--- src/mtp_pkg.sv ---
// Shared types and constants for the melody text parser.
// Used by mtp_front, mtp_fifo, mtp_back and melody_text_parser; no dependencies.
package mtp_pkg;

   localparam int MAX_NOTES_DEFAULT = 32;
   localparam int MAX_CHARS_DEFAULT = 127;
   localparam logic [15:0] MAX_DURATION_RESET = 16'd10000;

   localparam int FIFO_DEPTH = 4;

   localparam logic KIND_NOTE   = 1'b0;
   localparam logic KIND_STATUS = 1'b1;

   typedef struct packed {
      logic        note_valid;
      logic        status_valid;
      logic        success;
      logic [12:0] frequency;
      logic [15:0] duration;
      logic [4:0]  note_seq;
   } event_type;

endpackage

--- src/mtp_front.sv ---
// Front end: accepts characters, runs the token parser and builds at most one event per beat.
// Depends on mtp_pkg (event_type, reset constants).
module mtp_front #(
   parameter int MAX_NOTES = mtp_pkg::MAX_NOTES_DEFAULT,
   parameter int MAX_CHARS = mtp_pkg::MAX_CHARS_DEFAULT
) (
   input  logic               clock,
   input  logic               reset,
   input  logic               req_tvalid,
   output logic               req_tready,
   input  logic [7:0]         req_tdata,
   input  logic               req_tlast,
   input  logic               csr_wr_en,
   input  logic [15:0]        csr_wr_data,
   input  logic               fifo_full,
   output logic               ev_push,
   output mtp_pkg::event_type ev
);

   localparam int NCW = $clog2(MAX_NOTES + 1);
   localparam int CCW = $clog2(MAX_CHARS + 1);

   localparam logic [3:0] PH_TOKEN  = 4'd0;
   localparam logic [3:0] PH_OCTAVE = 4'd1;
   localparam logic [3:0] PH_COLON  = 4'd2;
   localparam logic [3:0] PH_SPACE  = 4'd3;
   localparam logic [3:0] PH_SIGNED = 4'd4;
   localparam logic [3:0] PH_DIGITS = 4'd5;
   localparam logic [3:0] PH_TAIL   = 4'd6;
   localparam logic [3:0] PH_DONE   = 4'd7;
   localparam logic [3:0] PH_FAILED = 4'd8;

   localparam logic [1:0] ET_NONE = 2'd0;
   localparam logic [1:0] ET_EMIT = 2'd1;
   localparam logic [1:0] ET_FAIL = 2'd2;

   localparam logic [16:0] ACC_CAP = 17'h1FFFF;

   logic [3:0]     phase_ff, phase_in;
   logic [12:0]    freq_ff, freq_in;
   logic [16:0]    acc_ff, acc_in;
   logic [7:0]     letter_ff, letter_in;
   logic [NCW-1:0] nc_ff, nc_in;
   logic [CCW-1:0] cc_ff, cc_in;
   logic           err_ff, err_in;
   logic [15:0]    max_dur_ff;

   logic           fire;

   function automatic logic [7:0] upcase(input logic [7:0] c);
      return (c >= 8'h61 && c <= 8'h7A) ? c - 8'd32 : c;
   endfunction

   function automatic logic is_space(input logic [7:0] c);
      return (c == 8'h20) || (c >= 8'h09 && c <= 8'h0D);
   endfunction

   function automatic logic [12:0] freq_of(input logic [7:0] letter, input logic [3:0] oct);
      logic [12:0] b;
      b = '0;
      unique case (upcase(letter))
         8'h43:   b = 13'd262;
         8'h44:   b = 13'd294;
         8'h45:   b = 13'd330;
         8'h46:   b = 13'd349;
         8'h47:   b = 13'd392;
         8'h41:   b = 13'd440;
         8'h42:   b = 13'd494;
         default: b = '0;
      endcase
      if (oct >= 4'd4) begin
         return b << (oct - 4'd4);
      end
      return b >> (4'd4 - oct);
   endfunction

   function automatic logic [1:0] tok_end(input logic [3:0] ph, input logic [16:0] acc,
                                          input logic [15:0] maxd);
      logic [1:0] r;
      r = ET_NONE;
      unique case (ph) inside
         PH_TOKEN, PH_DONE, PH_FAILED: r = ET_NONE;
         PH_DIGITS, PH_TAIL: begin
            r = (acc == '0 || acc > {1'b0, maxd}) ? ET_FAIL : ET_EMIT;
         end
         default: r = ET_FAIL;
      endcase
      return r;
   endfunction

   assign req_tready = !fifo_full;
   assign fire       = req_tvalid && req_tready;

   always_comb begin
      logic [1:0]  code;
      logic [20:0] v;
      logic        active;
      phase_in  = phase_ff;
      freq_in   = freq_ff;
      acc_in    = acc_ff;
      letter_in = letter_ff;
      nc_in     = nc_ff;
      cc_in     = cc_ff;
      err_in    = err_ff;
      ev        = '0;
      code      = ET_NONE;
      v         = '0;
      active    = (cc_ff < CCW'(MAX_CHARS)) && phase_ff != PH_DONE && phase_ff != PH_FAILED;
      if (fire) begin
         if (active) begin
            cc_in = cc_ff + CCW'(1);
            if (req_tdata == 8'h00 || req_tdata == 8'h3B) begin
               code = tok_end(phase_in, acc_in, max_dur_ff);
               if (code == ET_EMIT) begin
                  ev.note_valid = 1'b1;
                  ev.frequency  = freq_in;
                  ev.duration   = acc_in[15:0];
                  ev.note_seq   = 5'(nc_in);
                  nc_in         = nc_in + NCW'(1);
                  phase_in      = (nc_in >= NCW'(MAX_NOTES)) ? PH_DONE : PH_TOKEN;
               end else if (code == ET_FAIL) begin
                  err_in   = 1'b1;
                  phase_in = PH_FAILED;
               end
               if (req_tdata == 8'h00 && phase_in != PH_FAILED) begin
                  phase_in = PH_DONE;
               end
            end else begin
               unique case (phase_ff) inside
                  PH_TOKEN: begin
                     if (upcase(req_tdata) == 8'h4E) begin
                        freq_in  = '0;
                        phase_in = PH_COLON;
                     end else begin
                        letter_in = req_tdata;
                        phase_in  = PH_OCTAVE;
                     end
                  end
                  PH_OCTAVE: begin
                     if (req_tdata >= 8'h30 && req_tdata <= 8'h38) begin
                        freq_in  = freq_of(letter_ff, 4'(req_tdata - 8'h30));
                        phase_in = PH_COLON;
                     end else begin
                        err_in   = 1'b1;
                        phase_in = PH_FAILED;
                     end
                  end
                  PH_COLON: begin
                     if (req_tdata == 8'h3A) begin
                        acc_in   = '0;
                        phase_in = PH_SPACE;
                     end else begin
                        err_in   = 1'b1;
                        phase_in = PH_FAILED;
                     end
                  end
                  PH_SPACE, PH_SIGNED, PH_DIGITS: begin
                     if (req_tdata >= 8'h30 && req_tdata <= 8'h39) begin
                        v = ({4'b0, acc_ff} << 3) + ({4'b0, acc_ff} << 1)
                            + 21'(req_tdata - 8'h30);
                        acc_in   = (v > 21'(ACC_CAP)) ? ACC_CAP : v[16:0];
                        phase_in = PH_DIGITS;
                     end else if (phase_ff == PH_DIGITS) begin
                        phase_in = PH_TAIL;
                     end else if (phase_ff == PH_SPACE && is_space(req_tdata)) begin
                        phase_in = PH_SPACE;
                     end else if (phase_ff == PH_SPACE && req_tdata == 8'h2B) begin
                        phase_in = PH_SIGNED;
                     end else begin
                        err_in   = 1'b1;
                        phase_in = PH_FAILED;
                     end
                  end
                  default: phase_in = phase_ff;
               endcase
            end
         end
         if (req_tlast) begin
            code = tok_end(phase_in, acc_in, max_dur_ff);
            if (code == ET_EMIT) begin
               ev.note_valid = 1'b1;
               ev.frequency  = freq_in;
               ev.duration   = acc_in[15:0];
               ev.note_seq   = 5'(nc_in);
               nc_in         = nc_in + NCW'(1);
            end else if (code == ET_FAIL) begin
               err_in = 1'b1;
            end
            ev.status_valid = 1'b1;
            ev.success      = !err_in && (nc_in != '0);
            phase_in  = PH_TOKEN;
            freq_in   = '0;
            acc_in    = '0;
            letter_in = '0;
            nc_in     = '0;
            cc_in     = '0;
            err_in    = 1'b0;
         end
      end
   end

   assign ev_push = fire && (ev.note_valid || ev.status_valid);

   always_ff @(posedge clock) begin
      if (reset) begin
         phase_ff   <= PH_TOKEN;
         freq_ff    <= '0;
         acc_ff     <= '0;
         letter_ff  <= '0;
         nc_ff      <= '0;
         cc_ff      <= '0;
         err_ff     <= 1'b0;
         max_dur_ff <= mtp_pkg::MAX_DURATION_RESET;
      end else begin
         phase_ff  <= phase_in;
         freq_ff   <= freq_in;
         acc_ff    <= acc_in;
         letter_ff <= letter_in;
         nc_ff     <= nc_in;
         cc_ff     <= cc_in;
         err_ff    <= err_in;
         if (csr_wr_en) begin
            max_dur_ff <= csr_wr_data;
         end
      end
   end

endmodule

--- src/mtp_fifo.sv ---
// Event queue between parser front end and result back end.
// Depends on mtp_pkg (event_type, FIFO_DEPTH).
module mtp_fifo (
   input  logic               clock,
   input  logic               reset,
   input  logic               push,
   input  mtp_pkg::event_type push_data,
   input  logic               pop,
   output mtp_pkg::event_type head,
   output logic               empty,
   output logic               full
);

   localparam int DEPTH = mtp_pkg::FIFO_DEPTH;
   localparam int PW    = (DEPTH > 1) ? $clog2(DEPTH) : 1;
   localparam int CW    = $clog2(DEPTH + 1);

   mtp_pkg::event_type mem_ff [DEPTH];
   logic [PW-1:0] wr_ptr_ff, wr_ptr_in;
   logic [PW-1:0] rd_ptr_ff, rd_ptr_in;
   logic [CW-1:0] count_ff, count_in;

   assign empty = (count_ff == '0);
   assign full  = (count_ff == CW'(DEPTH));
   assign head  = mem_ff[rd_ptr_ff];

   always_comb begin
      wr_ptr_in = wr_ptr_ff;
      rd_ptr_in = rd_ptr_ff;
      count_in  = count_ff;
      if (push) begin
         wr_ptr_in = (wr_ptr_ff == PW'(DEPTH - 1)) ? '0 : wr_ptr_ff + PW'(1);
      end
      if (pop) begin
         rd_ptr_in = (rd_ptr_ff == PW'(DEPTH - 1)) ? '0 : rd_ptr_ff + PW'(1);
      end
      if (push && !pop) begin
         count_in = count_ff + CW'(1);
      end else if (pop && !push) begin
         count_in = count_ff - CW'(1);
      end
   end

   always_ff @(posedge clock) begin
      if (push) begin
         mem_ff[wr_ptr_ff] <= push_data;
      end
   end

   always_ff @(posedge clock) begin
      if (reset) begin
         wr_ptr_ff <= '0;
         rd_ptr_ff <= '0;
         count_ff  <= '0;
      end else begin
         wr_ptr_ff <= wr_ptr_in;
         rd_ptr_ff <= rd_ptr_in;
         count_ff  <= count_in;
      end
   end

`ifndef SYNTHESIS
   a_count_bound: assert property (@(posedge clock) disable iff (reset)
      count_ff <= CW'(DEPTH)) else $error("event queue count out of range");
   a_no_push_full: assert property (@(posedge clock) disable iff (reset)
      push |-> !full) else $error("push into full event queue");
   a_no_pop_empty: assert property (@(posedge clock) disable iff (reset)
      pop |-> !empty) else $error("pop from empty event queue");
   a_count_step: assert property (@(posedge clock) disable iff (reset)
      (push && !pop) |=> count_ff == $past(count_ff) + CW'(1))
      else $error("event queue count did not advance on push");
`endif

endmodule

--- src/mtp_back.sv ---
// Back end: drains queued events into result beats, note before status.
// Depends on mtp_pkg (event_type, result kind codes).
module mtp_back (
   input  logic               clock,
   input  logic               reset,
   input  mtp_pkg::event_type head,
   input  logic               empty,
   output logic               pop,
   output logic               rsp_tvalid,
   input  logic               rsp_tready,
   output logic [39:0]        rsp_tdata,
   output logic               rsp_tlast,
   output logic [0:0]         rsp_tuser
);

   logic        valid_ff, valid_in;
   logic        sent_ff, sent_in;
   logic        kind_ff, kind_in;
   logic [12:0] freq_ff, freq_in;
   logic [15:0] dur_ff, dur_in;
   logic [4:0]  idx_ff, idx_in;
   logic        ok_ff, ok_in;
   logic        last_ff, last_in;
   logic        load_ok;

   assign load_ok = !valid_ff || rsp_tready;

   always_comb begin
      valid_in = valid_ff;
      sent_in  = sent_ff;
      kind_in  = kind_ff;
      freq_in  = freq_ff;
      dur_in   = dur_ff;
      idx_in   = idx_ff;
      ok_in    = ok_ff;
      last_in  = last_ff;
      pop      = 1'b0;
      if (load_ok) begin
         valid_in = !empty;
         if (!empty) begin
            if (head.note_valid && !sent_ff) begin
               kind_in = mtp_pkg::KIND_NOTE;
               freq_in = head.frequency;
               dur_in  = head.duration;
               idx_in  = head.note_seq;
               ok_in   = 1'b0;
               last_in = 1'b0;
               if (head.status_valid) begin
                  sent_in = 1'b1;
               end else begin
                  pop = 1'b1;
               end
            end else begin
               kind_in = mtp_pkg::KIND_STATUS;
               freq_in = '0;
               dur_in  = '0;
               idx_in  = '0;
               ok_in   = head.success;
               last_in = 1'b1;
               sent_in = 1'b0;
               pop     = 1'b1;
            end
         end
      end
   end

   always_ff @(posedge clock) begin
      if (reset) begin
         valid_ff <= 1'b0;
         sent_ff  <= 1'b0;
      end else begin
         valid_ff <= valid_in;
         sent_ff  <= sent_in;
      end
   end

   always_ff @(posedge clock) begin
      kind_ff <= kind_in;
      freq_ff <= freq_in;
      dur_ff  <= dur_in;
      idx_ff  <= idx_in;
      ok_ff   <= ok_in;
      last_ff <= last_in;
   end

   assign rsp_tvalid = valid_ff;
   assign rsp_tdata  = {5'b0, ok_ff, idx_ff, dur_ff, freq_ff};
   assign rsp_tlast  = last_ff;
   assign rsp_tuser  = kind_ff;

endmodule

--- src/melody_text_parser.sv ---
// Melody text parser top level: front end, event queue and result back end.
// Depends on mtp_pkg, mtp_front, mtp_fifo and mtp_back.
//
// Takes one melody character per clock on the req_ stream (tlast marks the last
// character of a string) and returns note results and one closing status result
// per string on the rsp_ stream. The front end parses a character in the cycle it
// is accepted, so the block sustains one character per cycle; a string's last
// character that also ends a note gives two results, which the back end issues
// note first, then status, from a four-entry event queue. Input stalls only when
// that queue is full. The user must write the max_duration register through
// csr_wr_en / csr_wr_data only while idle; the block itself does not enforce this.
module melody_text_parser #(
   parameter int MAX_NOTES = mtp_pkg::MAX_NOTES_DEFAULT,
   parameter int MAX_CHARS = mtp_pkg::MAX_CHARS_DEFAULT
) (
   input  logic        clock,
   input  logic        reset,
   input  logic        req_tvalid,
   output logic        req_tready,
   input  logic [7:0]  req_tdata,   // [7:0] char_code
   input  logic        req_tlast,   // end_of_string
   input  logic        csr_wr_en,
   input  logic [15:0] csr_wr_data, // max_duration
   output logic        rsp_tvalid,
   input  logic        rsp_tready,
   output logic [39:0] rsp_tdata,   // [12:0] frequency, [28:13] duration,
                                    // [33:29] note position, [34] success, zero fill
   output logic        rsp_tlast,   // last_result
   output logic [0:0]  rsp_tuser    // result_kind
);

   mtp_pkg::event_type ev;
   mtp_pkg::event_type head;
   logic               ev_push;
   logic               pop;
   logic               empty;
   logic               full;

   mtp_front #(
      .MAX_NOTES(MAX_NOTES),
      .MAX_CHARS(MAX_CHARS)
   ) u_front (
      .clock       (clock),
      .reset       (reset),
      .req_tvalid  (req_tvalid),
      .req_tready  (req_tready),
      .req_tdata   (req_tdata),
      .req_tlast   (req_tlast),
      .csr_wr_en   (csr_wr_en),
      .csr_wr_data (csr_wr_data),
      .fifo_full   (full),
      .ev_push     (ev_push),
      .ev          (ev)
   );

   mtp_fifo u_fifo (
      .clock     (clock),
      .reset     (reset),
      .push      (ev_push),
      .push_data (ev),
      .pop       (pop),
      .head      (head),
      .empty     (empty),
      .full      (full)
   );

   mtp_back u_back (
      .clock      (clock),
      .reset      (reset),
      .head       (head),
      .empty      (empty),
      .pop        (pop),
      .rsp_tvalid (rsp_tvalid),
      .rsp_tready (rsp_tready),
      .rsp_tdata  (rsp_tdata),
      .rsp_tlast  (rsp_tlast),
      .rsp_tuser  (rsp_tuser)
   );

endmodule
--- config.mk ---
export PLATFORM = sky130hd
export DESIGN_NAME = melody_text_parser
export DESIGN_NICKNAME = d
export VERILOG_FILES = /design/src/mtp_pkg.sv /design/src/mtp_front.sv /design/src/mtp_fifo.sv /design/src/mtp_back.sv /design/src/melody_text_parser.sv
export SDC_FILE = /design/constraint.sdc
export NUM_CORES = 1
export LEC_CHECK = 0
export ABC_AREA = 1
export BUFFER_PORTS_ARGS = -buffer_cell sky130_fd_sc_hd__buf_2
export CAP_MARGIN = 10
export CORE_MARGIN = 3
export CORE_UTILIZATION = 63
export DETAILED_ROUTE_END_ITERATION = 8
export GPL_ROUTABILITY_DRIVEN = 0
export HOLD_SLACK_MARGIN = 0.02
export PLACE_DENSITY = 0.86
export SETUP_SLACK_MARGIN = 0.2
export SKIP_LAST_GASP = 1
export SYNTH_ARGS = -nofsm -noshare
export SYNTH_HDL_FRONTEND = slang
export SYNTH_HIERARCHICAL = 1
export SYNTH_SLANG_ARGS = --single-unit
--- constraint.sdc ---
create_clock -name clock -period 8.1 [get_ports clock]
set_input_delay 0.81 -clock clock [delete_from_list [all_inputs] [get_ports clock]]
set_output_delay 0.81 -clock clock [all_outputs]
set_load 0.005 [all_outputs]
==> flow_results.org <==
** Routing
- In the routed design, unresolved DRC markers number 0.
- Total number of vias :: roughly 14000
- Once detail routing completed, the nets flagged for antenna violations numbered 0.
- Number of detailed-routing iterations run before antenna repair :: 8
- In the final routed layout, each cell accounts on average for 16.43 um.
- Average vias per placed instance :: about 5.8
- Routed wire length :: 39240 um
- Violation count after the first detailed-route iteration :: ~1700

** Floorplanning
- Area of the placeable core :: around 0.025 mm2
- 74 I/O pins were placed.
- Initial cell density of the core :: 0.6423
- The floorplan step defined a die boundary enclosing 0.02763 mm2.
- The floorplan step set the die height to around 170 um.
- The die is 166.2 um wide.
- The initialized floorplan defines 58 standard-cell rows.

** Cells and area
- Share of cells above drive strength 1 :: 0.1088
- Counting the fill cells in the layout gives a little under 2000.
- The final layout contains ~2200 nets.
- Synthesis-to-finish area growth :: 7.620%
- ANT cells :: 0

** Place
- Once detailed placement completed, the half-perimeter wirelength came to about 27000 um.
- Port-buffer cells :: 68

** Synth
- The biggest area contributor in the post-synthesis netlist is sky130_fd_sc_hd__edfxtp_1.
- Ranked by instance count, the synthesized netlist is headed by 461 x sky130_fd_sc_hd__nand2_1, 283 x sky130_fd_sc_hd__nor2_1, 209 x sky130_fd_sc_hd__inv_1.
- Synth Warn # :: 6
- Area of the mapped netlist :: around 0.016 mm2
- The most common cell in the synthesized netlist is sky130_fd_sc_hd__nand2_1.
- The share of the Yosys chip area taken by registers is 0.4444.
- Sorting the synthesized cells by area gives the leading types as sky130_fd_sc_hd__edfxtp_1 34%, sky130_fd_sc_hd__nand2_1 11%, sky130_fd_sc_hd__dfxtp_1 10%, sky130_fd_sc_hd__nor2_1 6.6%, sky130_fd_sc_hd__ha_1 6.1%.
- Cells after synthesis :: 1999
- Synth cell types :: between 60 and 70
- The synthesized design contains roughly 270 register bits.
- After synthesis, the share of flip-flops with an asynchronous set or reset is 0.
- Number of synthesized flops with an enable pin :: approximately 180
- Among all flip-flop cells after synthesis, the most frequent one is sky130_fd_sc_hd__edfxtp_1.
- Area share of the largest cell type after synthesis :: 0.3416
- The average instance in the mapped netlist occupies a little over 8 um2.

** Clock network
- The clock net in this run drives a total of between 200 and 300 sinks.
- Post-CTS Setup Bufs :: 0
- Post-CTS repair changed the size of 0 cells.
- TritonCTS built the clock tree.
- Latest clock arrival within the worst-skew pair :: about 0.52 ns
- H-tree depth :: 1
- Clock tree synthesis inserted a total of 27 buffers.
- Clock-pin slew was measured on the worst setup and hold paths at around 0.06 ns.
- The number of hold buffers added after CTS was 0.
- The clock passes through at most 3 buffers.
- The cell sitting at the root of the clock tree is a sky130_fd_sc_hd__clkbuf_16.

** Hold path
- The worst hold path belongs to the class reg2reg.
- Worst hold path startpoint :: u_front/freq_ff[5]$_SDFFE_PP0P_

** Global route
- The first global-routing pass estimated 64590 um of wire.
- Initial antenna violation count :: 0
- For met2 alone, demand over resource in global routing was 0.4728.
- In the global route stage, met1 resource usage came out at 0.3697.
- Global-route congestion overflow total :: 0
- Vias in the first global route :: 13240
- Most heavily used metal layer in global routing :: met2
- Global-route usage over all layers :: 0.2776
- Met3 demand-to-capacity share in global routing :: 0.03904
- Entering global routing, the biggest net connects 76 pins.

** Pwr
- Of the total power, the clock network draws 0.294.
- Dividing total power by cell area gives a power density of ~230 mW/mm2.
- Worst ir drop on vdd :: about 260 uV
- Net Sw Power :: roughly 1.4 mW
- The analysis attributes to cell leakage a power of about 7.5 nW.
- Of the total power, the share spent switching nets is 0.3323.
- Sequential cell fraction of total power :: 0.425
- Internal power :: about 2.7 mW
- Portion of total power attributed to combinational logic :: 0.281

** STA
- Worst hold margin :: around 0.46 ns
- Subtracting the final worst setup slack from the clock period gives 6.963 ns.
- Maximum clock frequency :: roughly 0.14 GHz
- The final hold violation count came to 0.
- Total negative slack :: 0 ns
- Final setup viols :: 0
- Of the available clock period, the critical path in the final layout requires 0.8596.
- The final number of max-transition violations is 0.
- Layout Skew :: about 0.021 ns
- Headroom to the max-slew limit came out at 0.4507.
- Slew at the pin closest to its max-slew limit :: around 0.82 ns
- Setup repair after global routing left no endpoint under its margin.

** Setup path
- Category of the worst setup path capture point :: flip-flop
- At the worst endpoint, the required time is around 8.5 ns.
- The critical path starts at req_tdata[6].
- Kind of critical path :: in2reg
- The slowest stage of the critical path is the sky130_fd_sc_hd__fa_1 cell.
- Data arrives at the worst endpoint at roughly 7.4 ns.
- On the worst path, the slowest cell contributes a delay of between 0.4 and 0.5 ns.
- The kind of cell with the highest combined delay along the critical path is simple AND/OR/NAND/NOR gates.
- STA classifies the critical path startpoint as a primary input.
- By instance count, the cell type seen most on the critical path is sky130_fd_sc_hd__nand2_1.
- The startpoint identified for the worst register-to-register timing path is u_front/acc_ff[2]$_SDFFE_PP0P_.
- Maximum fanout count along the critical path :: 34
- Number of buffers and inverters on the critical path :: 6

** Status
- Run status :: complete, no violations

** Job
- Across the run, the number of max-cap violations was 0.
per-layer routing:
| layer | vias up | share of wire |
|---|---|---|
| li1 | 6705 | - |
| met1 | 6465 | 0.41 |
| met2 | 653 | 0.48 |
| met3 | 99 | 0.085 |
| met4 | 0 | 0.027 |
| met5 | - | 0 |
registers in the layout, indices dropped and copies added (netlist names), named ones only:
name	cells
u_back/dur_ff	16
u_front/cc_ff	7
u_front/nc_ff	6
u_back/idx_ff	5
u_fifo/count_ff	3
u_back/rsp_tlast	1
u_back/sent_ff	1
u_front/phase_ff	4
u_front/err_ff	1
u_fifo/rd_ptr_ff	2
u_front/max_dur_ff	16
u_front/freq_ff	13
u_back/rsp_tvalid	1
u_front/letter_ff	8
u_back/ok_ff	1
u_fifo/mem_ff	148
u_fifo/wr_ptr_ff	2
u_front/acc_ff	17
u_back/freq_ff	13
cells in the final DEF (no fill, tap or decap), drive strengths merged, types with 17 or more instances in the layout:
cell type    n
nand2      483
nor2       324
inv        229
edfxtp     184
o21ai      158
a21oi      119
nand3       97
dfxtp       83
buf         83
ha          79
o22ai       39
nand4       37
clkbuf      31
fa          17
cell type report:
class | count | area, um2 | area share
Multi-Input combinational cell | 1431 | 7629 | 0.4383
Sequential cell | 267 | 7188 | 0.4130
Inverter | 229 | 867.1 | 0.04982
Clock buffer | 31 | 710.7 | 0.04083
Timing Repair Buffer | 83 | 452.9 | 0.02602
Tap cell | 330 | 412.9 | 0.02372
Clock inverter | 18 | 145.1 | 0.008339
worst paths after layout:
kind	cells past startpoint	end	slack, ns
max	45	u_fifo/count_ff[1]$_SDFFE_PP0P_	1.14
min	2	u_front/freq_ff[5]$_SDFFE_PP0P_	0.46
max reg2reg	38	u_fifo/count_ff[1]$_SDFFE_PP0P_	1.42
min reg2reg	2	u_front/freq_ff[5]$_SDFFE_PP0P_	0.46
power by group through the flow:
stage               Sequential, mW  Combinational [mW]  Clock [mW]
floorplan                     1.77               0.814           0
global placement              1.75                1.06           0
detailed placement            1.76                1.11           0
CTS                           1.73                1.13        1.21
global route                  1.74                1.27        1.27
finish                        1.73                1.14        1.20
per-stage QoR:
stage,instance area (um2),utilization,power (mW),std cells,worst slack (ns)
after global routing,17410,0.6912,4.276,2389,0.6079
after floorplan,16190,-,2.582,2003,1.281
after CTS,17410,0.6912,4.068,2389,1.269
after global placement,16550,0.6572,2.806,2340,1.012
after detailed placement,16550,0.6572,2.868,2340,0.7788
final,17410,0.6912,4.064,2389,1.137
kinds of logic (layout without fill, tap and decap cells):
logic type / count (synthesis) / count (layout) / share of synthesized area
AOI/OAI and AO/OA: 347 / 347 / 0.1171
xor gates and xnor gates: 16 / 16 / 0.008665
adders and majority gates: 96 / 96 / 0.08216
buffers and inverters: 305 / 361 / 0.08502
DFF: 267 / 267 / 0.4444
other: 1 / 5 / 0.0002319
and+or+nand+nor: 967 / 967 / 0.2624
worst register-to-register path: cells and delay by family (launching register included):
| kind | cells | cell delay (ns) |
|---|---|---|
| buffers and inverters | 2 | 0.38 |
| AND/OR/NAND/NOR | 27 | 3.02 |
| flip-flops | 1 | 0.61 |
| adder cells (fa/ha/maj) | 5 | 2.02 |
| AO/OA/AOI/OAI | 4 | 0.57 |
Note: power is estimated with default switching activity, not from simulation.
